## src/design/vbm_pkg.sv

```systemverilog
// Shared types and constants for the video bus mirror and video memory block.
package vbm_pkg;

  typedef enum logic [1:0] {
    KIND_WR_WORD = 2'd0,
    KIND_WR_BYTE = 2'd1,
    KIND_RD_WORD = 2'd2,
    KIND_RD_BYTE = 2'd3
  } kind_t;

  localparam logic [1:0] MIRROR_HORIZONTAL = 2'd0;
  localparam logic [1:0] MIRROR_VERTICAL   = 2'd1;

  localparam int unsigned PADDR_W = 3;
  localparam logic [PADDR_W-1:0] ADDR_MIRROR_MODE = 3'd0;

  // Video bus map
  localparam logic [15:0] NT_LOW_1    = 16'h2400;
  localparam logic [15:0] NT_HIGH_0   = 16'h2800;
  localparam logic [15:0] NT_HIGH_1   = 16'h2C00;
  localparam logic [15:0] FOLD_BASE   = 16'h3000;
  localparam logic [15:0] FOLD_OFFSET = 16'h1000;
  localparam logic [15:0] PAL_BASE    = 16'h3F00;
  localparam logic [15:0] PAL_END     = 16'h3F20;
  localparam logic [15:0] BUS_END     = 16'h4000;
  localparam logic [15:0] NT_SIZE     = 16'h0400;
  localparam logic [15:0] NT_PAIR     = 16'h0800;
  localparam logic [15:0] PHYS_PAL    = 16'h3000;

  typedef struct packed {
    logic [15:0] phys;
    logic        word;
    logic        write;
    logic        bad;
  } map_t;

endpackage

```

## src/design/vbm_map.sv

```systemverilog
// Address folding, name table mirroring and range check for one item.
module vbm_map #(
  parameter int unsigned STORE_BYTES = 12320
) (
  input  logic [1:0]   mirror_mode,
  input  logic [1:0]   kind,
  input  logic [15:0]  bus_address,
  output vbm_pkg::map_t map
);
  import vbm_pkg::*;

  logic [15:0] folded;
  logic [4:0]  low;
  logic [15:0] phys;
  logic [16:0] last;
  logic        word;

  always_comb begin
    low = bus_address[4:0];
    // palette entries 0x10/0x14/0x18/0x1C alias the background entries
    if (low[4] && low[1:0] == 2'b00) begin
      low[4] = 1'b0;
    end
    if (bus_address < FOLD_BASE) begin
      folded = bus_address;
    end else if (bus_address < PAL_BASE) begin
      folded = bus_address - FOLD_OFFSET;
    end else if (bus_address < BUS_END) begin
      folded = {PAL_BASE[15:5], low};
    end else begin
      folded = bus_address;
    end
  end

  always_comb begin
    phys = folded;
    if (folded < FOLD_BASE) begin
      case (mirror_mode)
        MIRROR_HORIZONTAL: begin
          if ((folded >= NT_LOW_1 && folded < NT_HIGH_0) ||
              (folded >= NT_HIGH_1 && folded < FOLD_BASE)) begin
            phys = folded - NT_SIZE;
          end
        end
        MIRROR_VERTICAL: begin
          if (folded >= NT_HIGH_0 && folded < FOLD_BASE) begin
            phys = folded - NT_PAIR;
          end
        end
        default: phys = folded;
      endcase
    end else if (folded < PAL_END) begin
      phys = {PHYS_PAL[15:5], folded[4:0]};
    end
  end

  assign word = (kind_t'(kind) == KIND_WR_WORD) || (kind_t'(kind) == KIND_RD_WORD);
  assign last = {1'b0, phys} + {16'd0, word};

  assign map.phys  = phys;
  assign map.word  = word;
  assign map.write = (kind_t'(kind) == KIND_WR_WORD) || (kind_t'(kind) == KIND_WR_BYTE);
  assign map.bad   = (last >= 17'(STORE_BYTES));

endmodule

```

## config.mk

```make
export PLATFORM = sky130hd
export DESIGN_NAME = vbm_map
export DESIGN_NICKNAME = d
export VERILOG_FILES = /design/src/design/vbm_pkg.sv /design/src/design/vbm_map.sv
export SDC_FILE = /design/constraint.sdc
export NUM_CORES = 1
export LEC_CHECK = 0
export ABC_AREA = 0
export BUFFER_PORTS_ARGS = -buffer_cell sky130_fd_sc_hd__clkbuf_2
export CORE_ASPECT_RATIO = 0.7
export CORE_MARGIN = 4
export CORE_UTILIZATION = 47
export DETAILED_ROUTE_END_ITERATION = 8
export PLACE_DENSITY = 0.79
export SLEW_MARGIN = 10
export SYNTH_ARGS = -nofsm -noshare
export SYNTH_HDL_FRONTEND = slang
export SYNTH_SLANG_ARGS = --single-unit
export TNS_END_PERCENT = 10
```

## constraint.sdc

```tcl
create_clock -name vclk -period 3.55
set_input_delay 0.71 -clock vclk [all_inputs]
set_output_delay 0.71 -clock vclk [all_outputs]
set_load 0.03 [all_outputs]
```

==> flow_summary.json, run 1 <==
{
  "grtUsageTotal_pct": 70.5,
  "netlist_area_um2": 945,
  "synth_top_family_by_area": "compound AO/OA/AOI/OAI gates",
  "ios": 39,
  "synthAdderAreaFrac_pct": 14.6,
  "ys.warnings.count": 0,
  "worst_endpoint": "map[0]",
  "error": "[ERROR GRT-0232] Routing congestion too high. Check the congestion heatmap in the GUI.",
  "grt_max_degree": 8,
  "place_area_um2": 1580,
  "endpoint_type": "top-level output",
  "synth_compound_area_share_pct": 37.7,
  "synth_xor_area_share_pct": 1.85,
  "die_w_um": 61.6,
  "gp_congestion": 0.927,
  "grt_overflow_total": 25,
  "syn-num-nets": 164,
  "synthSimpleGateAreaFrac_pct": 34.3,
  "io_buffer_count": 39,
  "num_rows": 13,
  "synthMuxAreaShare_pct": 0,
  "synth_top_area_share_pct": 14.6,
  "synth_cells": 133,
  "synth_commonest_cells": "13 x inv_1, 11 x ha_1, 9 x nor2_1, 7 x nand2_1, 6 x nor3_1",
  "dpl.hpwl_mm": 3.46,
  "synth_top_area_cell": "ha_1",
  "lastStage": "5_1_grt",
  "start_util_pct": 50.1,
  "seq_area_frac_synth_pct": 0,
  "die_h_um": 45.5,
  "netlist-cell-type-count": 56,
  "status": "aborted with a tool error",
  "synthTopCellsByArea": "ha_1 15%, inv_1 5.2%, buf_4 4.0%",
  "yosysMostFrequentCell": "inv_1",
  "avgSynthCellArea_um2": 7.10
}
[metrics by stage]
step           worst slack (ns)  cells  util (%)  hold slack, ns
2_1_floorplan            -0.572    133         -            1.53
3_5_place_dp             -0.901    245      83.7            1.69
3_3_place_gp             -0.695    245      83.7            1.69
4_1_cts                  -0.426    247      90.8            1.69
[logic make-up after synthesis]
family / after synthesis
buffers and inverters: 22
AND/OR/NAND/NOR: 56
XOR/XNOR: 2
adder cells (fa/ha/maj): 11
AO/OA/AOI/OAI: 42
[metal layers]
layer	track usage, %	GRT overflow
met1	67.8	0
met3	59.2	1
met2	84.6	10
met5	8.16	0
met4	78.8	14
[what timing repair did]
item                                   CTS
gates resized for setup                 24
buffers inserted                         2
pin swaps                                9
setup endpoints to repair                4
cloned                                   0
endpoints found under the hold margin    0
hold buffers                             0
==> run 2, diff against run 1 <==
- CORE_AREA: not set -> 4 4 65 67
- CORE_ASPECT_RATIO: 0.7 -> not set
- CORE_MARGIN: 4 -> not set
- CORE_UTILIZATION: 47 -> not set
- DIE_AREA: not set -> 0 0 69 71
- PLACE_DENSITY: 0.79 -> not set
- PLACE_DENSITY_LB_ADDON: not set -> 0.15
- clock period: 3.55 -> 4.6 ns (I/O delays scaled with it)
==> run 2 against run 1 <==
Against the previous run:
- area after synthesis unchanged
- the run now ends clean
- synthesized cell count unchanged
==> flow_summary.json, run 2 <==
{
  "die_h_um": 71,
  "nClkBuffers": 0,
  "layout_setup_ws_ns": 0.133,
  "ys.warnings.count": 0,
  "wl_per_cell_um": 13.4,
  "tns_ns": 0,
  "worstPathMaxFanout": 6,
  "critPathLaunchType": "input port",
  "num_rows": 22,
  "grt_pass1_wl_mm": 4.94,
  "placed_cells": 226,
  "fin_crit_sh_pct": 97.1,
  "via_per_inst": 5.10,
  "max_cap_violations": 0,
  "drc": 0,
  "cts.hold.buffers_added": 0,
  "gp_congestion": 0.818,
  "drt_iter0_markers": 22,
  "peakVddDrop_mv": 0.0413,
  "grt_overflow_total": 0,
  "mostFrequentLayoutCells": "38 x clkbuf_2, 14 x buf_4, 13 x inv_1, 10 x ha_1, 8 x nor2_1",
  "core_um2": 3630,
  "first_global_vias": 1049,
  "fin_nets": 212,
  "arrival_ns": 3.55,
  "worst_slew_pin_slew_ns": 0.551,
  "synthTopCellsByArea": "ha_1 15%, inv_1 5.2%, buf_4 4.0%",
  "num_vias": 1157,
  "ant_nets": 0,
  "critPathRequiredTime_ns": 3.68,
  "leakage_nw": 0.619,
  "io_buffer_count": 39,
  "fp.dieArea_um2": 4900,
  "finalHoldViolations": 0,
  "powerDensity_nw_per_um2": 87.2,
  "grtUsageTotal_pct": 11.4,
  "pre_cts_ws_ns": 0.0611,
  "hold_start": "kind[1]",
  "regArea_um2": 0,
  "die_w_um": 69,
  "syn_to_final_growth_pct": 42.5,
  "critical_path_class": "input port to primary output",
  "synth_top_area_share_pct": 14.6,
  "nFlopsAndLatches": 0,
  "critPathCaptureType": "primary output",
  "maxSlewViolCount": 0,
  "final_cell_count_no_fill": 227,
  "yosysMostFrequentCell": "inv_1",
  "routed_wl_mm": 3.03,
  "diodes": 0,
  "syn-num-nets": 164,
  "first_pass_iters": 4,
  "netlist-cell-type-count": 56,
  "hold_path_class": "input port to primary output",
  "finalPower_w": 0.000117,
  "ios": 39,
  "start_util_pct": 26.0,
  "finalCriticalPeriod_ns": 4.47,
  "avgSynthCellArea_um2": 7.10,
  "dpl.hpwl_mm": 2.51,
  "status": "finished, final reports clean",
  "netlist_area_um2": 945,
  "synth_top_area_cell": "ha_1",
  "synth_cells": 133,
  "finalSetupViolCount": 0,
  "startpoint": "bus_address[12]",
  "relSlewSlack_pct": 63.0,
  "grt_max_degree": 9,
  "antenna_found_initial": 0,
  "seq_area_frac_synth_pct": 0,
  "synth_commonest_cells": "13 x inv_1, 11 x ha_1, 9 x nor2_1, 7 x nand2_1, 6 x nor3_1",
  "drive_above_1_share_pct": 43.6,
  "layout_commonest_cell": "clkbuf_2",
  "clock.fmax_mhz": 224,
  "holdWs_ns": 2.11
}
-- run 2: cell counts after synthesis --
No cell type changed its count.
-- run 2: logic make-up after synthesis --
family / synth area share, %
AO/OA/AOI/OAI: 37.8
XOR/XNOR: 1.85
adder cells (fa/ha/maj): 14.6
buffers and inverters: 11.5
AND/OR/NAND/NOR: 34.3
-- run 2: layout make-up --
type	instances	area [µm²]
multi-input combinational	111	927
inverter	15	56.3
fill	413	2290
tap	48	60.1
timing repair buffer	53	303
-- run 2: report_power, final --
group	switching (W)	internal [W]
Combinational	0.0000740	0.0000434
Clock	0	0
Sequential	0	0
-- run 2: stage by stage --
step	util (%)	area, µm²
CTS	34.7	1260
global placement	34.7	1260
global route	37.1	1350
finish	37.1	1350
floorplan	-	961
detailed placement	34.7	1260
-- run 2: path summary, 6_finish.rpt --
| check | to | slack (ns) | depth (start not counted) |
|---|---|---|---|
| worst max-delay path | map[0] | 0.13 | 12 |
| worst min-delay path | map[1] | 2.11 | 3 |
-- run 2: repair_timing --
item,CTS,global route
resized for setup,0,18
endpoints found under the hold margin,0,0
setup buffers,0,1
endpoints found under the setup margin,0,1
-- run 2: critical path, stage by stage --
cell,delay (ns)
clkbuf_2,0.13
ha_4,0.14
or3b_4,0.42
o311a_4,0.40
a41oi_4,0.25
nor2_2,0.08
a221o_1,0.38
and4bb_1,0.22
xnor2_1,0.14
a211oi_2,0.24
a21oi_2,0.04
clkbuf_4,0.18
-- run 2: routing by layer --
metal | wire (µm) | up-vias | part of all wire (%) | global-route usage (%)
li1 | - | 592 | - | -
met1 | 1460 | 537 | 48 | 16.5
met2 | 1440 | 28 | 48 | 19.5
met3 | 131 | 0 | 4.3 | 0.852
met4 | 0 | 0 | 0 | 0
met5 | 0 | - | 0 | 0
Note: power is estimated with default switching activity, not from simulation.
